$ cat config.mk
export PLATFORM = sky130hd
export DESIGN_NAME = rti_queue
export DESIGN_NICKNAME = d
export VERILOG_FILES = /design/src/rtl/core/rti_pkg.sv /design/src/rtl/core/rti_queue.sv
export SDC_FILE = /design/constraint.sdc
export NUM_CORES = 1
export LEC_CHECK = 0
export BUFFER_PORTS_ARGS = -buffer_cell sky130_fd_sc_hd__buf_2
export CAP_MARGIN = 20
export CORE_ASPECT_RATIO = 0.5
export CORE_MARGIN = 1
export CORE_UTILIZATION = 50
export DETAILED_ROUTE_END_ITERATION = 6
export PLACE_DENSITY = 0.83
export SETUP_SLACK_MARGIN = 0.3
export SKIP_CTS_REPAIR_TIMING = 1
export SLEW_MARGIN = 15
export SYNTH_ARGS = -nofsm -noshare
export SYNTH_HDL_FRONTEND = slang
export SYNTH_SLANG_ARGS = --single-unit
$ cat constraint.sdc
create_clock -name i_clk -period 6.5 [get_ports i_clk]
set_clock_uncertainty 0.15 [all_clocks]
set_input_delay 0.975 -clock i_clk [delete_from_list [all_inputs] [get_ports i_clk]]
set_output_delay 0.975 -clock i_clk [all_outputs]
set_load 0.05 [all_outputs]
$ cat src/rtl/core/rti_pkg.sv
`timescale 1ns / 1ps
// ----------------------------------------------------------------------------
// Ray/triangle intersection package
// Shared widths, payload structs, register codes and helper functions.
// ----------------------------------------------------------------------------
package rti_pkg;

    // Input coordinate format and result format.
    localparam int CW = 16;
    localparam int CF = 8;
    localparam int RW = 32;
    localparam int RF = 16;

    // Intermediate widths: edges, cross products, dot products.
    localparam int EW  = CW + 1;
    localparam int PW  = 2 * CW + 2;
    localparam int QW  = 2 * CW + 3;
    localparam int NW  = 3 * CW + 6;
    localparam int RMW = NW + 1;

    // Quotient bits below the saturation point, and the matching shift.
    localparam int DIV_N  = RW - 1;
    localparam int SAT_SH = RW - 1 - RF;

    // Hit point arithmetic width.
    localparam int MW = RW + CW;
    localparam int SW = MW + 1;

    // Configuration port.
    localparam int CFG_W     = 3 * CW;
    localparam int CFG_IDX_W = 2;
    localparam int EPS_W     = 16;

    // Queue between front and back.
    localparam int QDEPTH = 4;
    localparam int QPTR_W = $clog2(QDEPTH);

    localparam logic signed [RW-1:0] T_MAX = {1'b0, {(RW-1){1'b1}}};
    localparam logic signed [RW-1:0] T_MIN = {1'b1, {(RW-1){1'b0}}};

    typedef enum logic [CFG_IDX_W-1:0] {
        REG_VERTEX_A = 2'd0,
        REG_VERTEX_B = 2'd1,
        REG_VERTEX_C = 2'd2,
        REG_DET_EPS  = 2'd3
    } t_reg_idx;

    typedef logic signed [CW-1:0] t_coord;

    // x sits in the low bits so a vertex register maps straight onto it.
    typedef struct packed {
        t_coord z;
        t_coord y;
        t_coord x;
    } t_vec;

    typedef struct packed {
        logic signed [EW-1:0] z;
        logic signed [EW-1:0] y;
        logic signed [EW-1:0] x;
    } t_evec;

    typedef struct packed {
        logic signed [PW-1:0] z;
        logic signed [PW-1:0] y;
        logic signed [PW-1:0] x;
    } t_pvec;

    typedef struct packed {
        logic signed [QW-1:0] z;
        logic signed [QW-1:0] y;
        logic signed [QW-1:0] x;
    } t_qvec;

    typedef struct packed {
        t_vec a;
        t_vec b;
        t_vec c;
    } t_tri;

    // Per-ray status that rides along the back end.
    typedef struct packed {
        logic hit;
        logic sat;
        logic neg;
        t_vec origin;
        t_vec dir;
    } t_side;

    // One classified ray, as held in the queue.
    typedef struct packed {
        t_side           side;
        logic [NW-1:0]   det;
        logic [NW-1:0]   mag;
    } t_cls;

    function automatic t_evec vsub(input t_vec a, input t_vec b);
        t_evec r;
        r.x = EW'(a.x) - EW'(b.x);
        r.y = EW'(a.y) - EW'(b.y);
        r.z = EW'(a.z) - EW'(b.z);
        return r;
    endfunction

    function automatic logic signed [RW-1:0] sat_res(input logic signed [SW-1:0] v);
        logic signed [RW-1:0] r;
        if (v > SW'(T_MAX)) begin
            r = T_MAX;
        end else if (v < SW'(T_MIN)) begin
            r = T_MIN;
        end else begin
            r = v[RW-1:0];
        end
        return r;
    endfunction

endpackage

$ cat src/rtl/core/rti_queue.sv
`timescale 1ns / 1ps
// ----------------------------------------------------------------------------
// Ray/triangle classification queue
// Small FIFO that lets the front and back ends stall independently.
// ----------------------------------------------------------------------------
module rti_queue (
    input  logic            i_clk,
    input  logic            i_rst_n,
    input  logic            i_wr_valid,
    output logic            o_wr_ready,
    input  rti_pkg::t_cls   i_wr_data,
    output logic            o_rd_valid,
    input  logic            i_rd_ready,
    output rti_pkg::t_cls   o_rd_data
);

    localparam int PW = rti_pkg::QPTR_W;

    rti_pkg::t_cls  r_mem [0:rti_pkg::QDEPTH-1];
    logic [PW-1:0]  r_wr;
    logic [PW-1:0]  r_rd;
    logic [PW:0]    r_cnt;
    logic           push;
    logic           pop;

    assign o_wr_ready = r_cnt != (PW+1)'(rti_pkg::QDEPTH);
    assign o_rd_valid = r_cnt != '0;
    assign o_rd_data  = r_mem[r_rd];
    assign push       = i_wr_valid && o_wr_ready;
    assign pop        = o_rd_valid && i_rd_ready;

    always_ff @(posedge i_clk) begin
        if (!i_rst_n) begin
            r_wr  <= '0;
            r_rd  <= '0;
            r_cnt <= '0;
        end else begin
            if (push) begin
                r_wr <= (r_wr == PW'(rti_pkg::QDEPTH - 1)) ? '0 : r_wr + 1'b1;
            end
            if (pop) begin
                r_rd <= (r_rd == PW'(rti_pkg::QDEPTH - 1)) ? '0 : r_rd + 1'b1;
            end
            r_cnt <= r_cnt + (PW+1)'(push) - (PW+1)'(pop);
        end
    end

    always_ff @(posedge i_clk) begin
        if (push) begin
            r_mem[r_wr] <= i_wr_data;
        end
    end

    // The fill count never runs past the depth.
    assert property (@(posedge i_clk) disable iff (!i_rst_n)
        r_cnt <= (PW+1)'(rti_pkg::QDEPTH))
        else $error("queue count beyond depth");

endmodule

==> impl_metrics.tcl <==
set metrics [dict create \
    grt_use_met2 0.4172 \
    synthAdderAreaFrac 0.003548 \
    holdCritStartpoint "r_wr[1]$_SDFFE_PN0P_" \
    ys_ff_latch 837 \
    fin_util 0.6000 \
    yosysUniqueCellTypes 26 \
    fillCellCount 3911 \
    worstPathCellList "buf_12 -> mux4_2 -> buf_2" \
    root_buffer "clkbuf_16" \
    hold_viol_final 0 \
    hold_path_class "reg -> reg" \
    nets 1811 \
    die_area_um2 61700 \
    slew_viol_final 0 \
    netlist_instances 1133 \
    power_leakage_uw 0.01179 \
    wl_per_cell_um 29.24 \
    reg2regPathDepth 3 \
    r2r-start "r_cnt[1]$_SDFF_PN0_" \
    die_h_um 176.1 \
    synth_edf_count 828 \
    rsz0062_at_grt "no" \
    cts_tree "done" \
    numCtsBuffers 72 \
    grt_max_degree 146 \
    timing.critical_path.depth 3 \
    clk_path_buf_depth 3 \
    stdcell_count 2489 \
    synth_compound_area_frac 0.0007426 \
    ys.flop_type "edfxtp_1" \
    placed_area_um2 33330 \
    grt_pass1_vias 15228 \
    outcome "finished clean" \
    synth_top_family_by_area "multiplexers" \
    clkTransAtPathRegs_ns 0.06 \
    drc 0 \
    htreeDepth 3 \
    busiest_layer "met2" \
    start_util 0.5089 \
    r2r_end "r_mem[3][83]$_DFFE_PP_" \
    grt_overflow 0 \
    post-route-cell-area_um2 35760 \
    grt_pass1_wl_mm 102.7 \
    first_pass_iters 5 \
    path_max_fanout 73 \
    coreArea_um2 59590 \
    routed_via_density 5.902 \
    fin_tns_setup_ns 0 \
    worstSkewPairLatency_ns 0.60 \
    io_pins 420 \
    min_path_cells 2 \
    dr_total_vias 14691 \
    synth-xor-area-share 0.0005776 \
    dp.cells 2330 \
    synth.net_count 1352 \
    fmax_mhz 250.1 \
    slowest_stage "dfxtp_4" \
    area_growth_pct 17.91 \
    min_period_over_period 0.6152 \
    track_usage 0.2333 \
    holdPathEnd "r_wr[1]$_SDFFE_PN0P_" \
    synthMuxAreaShare 0.1541 \
    rows 63 \
    slew_headroom 0.3468 \
    maxCapViolCount 0 \
    max_stage_delay_ns 0.78 \
    p_per_area_nw_per_um2 443.6 \
    ant_nets 0 \
    yosys_warnings 0 \
    mostFrequentLayoutCell "edfxtp_1" \
    start_kind "register" \
    met1_usage 0.2595 \
    portBuffers 419 \
    antenna_found_initial 29 \
    synth_area_um2 30330 \
    setup_viol 0 \
    cts.sinks 837 \
    hpwl_mm 40.05 \
    detail_route.iter0.violations 1453 \
    synth-async-reset-ratio 0 \
    use_met3 0.03719 \
    ys_seq_area_frac 0.8258 \
    min_period_ns 3.998 \
    cp_data_required_time_ns 5.37 \
    end_kind "output port" \
    crit_family "buffers and inverters" \
    ff2ff_setup_slack_ns 3.65 \
    critPathBufInv 2 \
    synthSimpleGateAreaFrac 0.003631 \
    syn_avg_cell_area_um2 26.77 \
    die_x_um 350.3 \
    crit_type "reg -> out" \
    layout_common_cells "edfxtp_1, buf_2, mux4_2, clkbuf_16, clkinv_2" \
    finalWirelength_mm 72.77 \
    cp.arrival_ns 2.87 \
    tightest_slew_ns 0.9798 \
    layout-drive-gt1-share 0.4569 \
    gp_congestion 0.8043 \
    vdd_drop_max_uv 241.8 \
]
## power breakdown
| part | switching [µW] | internal, µW |
|---|---|---|
| logic | 3400 | 1330 |
| registers | 213 | 6540 |
| clock network | 1960 | 2420 |
## worst max-delay path by stage
stage                                  endpoint
after floorplan           r_mem[0][0]$_DFFE_PP_
after global placement           o_rd_data[168]
after detailed placement         o_rd_data[137]
after CTS                        o_rd_data[174]
after global routing             o_rd_data[174]
final                            o_rd_data[174]
## tightest hold or removal path: stages, from the launching register on
cell,delay (ns)
dfxtp_1,0.34
nand2_1,0.06
mux2i_1,0.06
## cell families (layout without fill, tap and decap cells)
| group | count (synthesis) | count (layout) |
|---|---|---|
| xor+xnor | 2 | 2 |
| compound gates | 4 | 4 |
| buf+inv | 54 | 567 |
| other cells | 0 | 31 |
| simple gates | 20 | 20 |
| flops | 837 | 837 |
| fa+ha+maj | 8 | 8 |
| mux | 208 | 208 |
## routing by layer
metal,up-vias,part of all wire
met5,-,0
met1,7784,0.33
li1,5874,-
met3,246,0.050
met4,0,0.071
met2,787,0.55
## final cells by class
type | instances | area (µm²) | share of cell area
clock buffer | 83 | 1843 | 0.05154
clock inverter | 45 | 506.7 | 0.01417
multi-input combinational | 242 | 4950 | 0.1384
sequential | 837 | 25050 | 0.7006
tap | 812 | 1016 | 0.02841
antenna | 31 | 77.57 | 0.002170
inverter | 6 | 22.52 | 0.0006299
timing repair buffer | 433 | 2290 | 0.06404
## cell usage after synthesis (4+ instances only)
cell type / n / share of area
ha_1: 7 / 0.0029
clkbuf_1: 7 / 0.00087
dfxtp_1: 9 / 0.0059
edfxtp_1: 828 / 0.82
mux4_2: 207 / 0.15
inv_1: 6 / 0.00074
buf_6: 16 / 0.0059
buf_2: 23 / 0.0038
nand2_1: 5 / 0.00062
and3_1: 4 / 0.00083
## registers in the layout (all words and copies together), names as in the netlist, named ones only
signal	count
r_wr	2
r_cnt	3
r_rd	2
r_mem	828
## stage by stage
| step | worst slack [ns] | hold WS, ns | total power (µW) |
|---|---|---|---|
| detailed placement | 3.061 | 0.3522 | 11530 |
| floorplan | 2.401 | 0.3177 | 10410 |
| finish | 2.502 | 0.3550 | 15860 |
| CTS | 2.391 | 0.3615 | 15970 |
| global route | 2.292 | 0.3950 | 16260 |
| global placement | 3.057 | 0.3359 | 11440 |
Note: power is estimated with default switching activity, not from simulation.
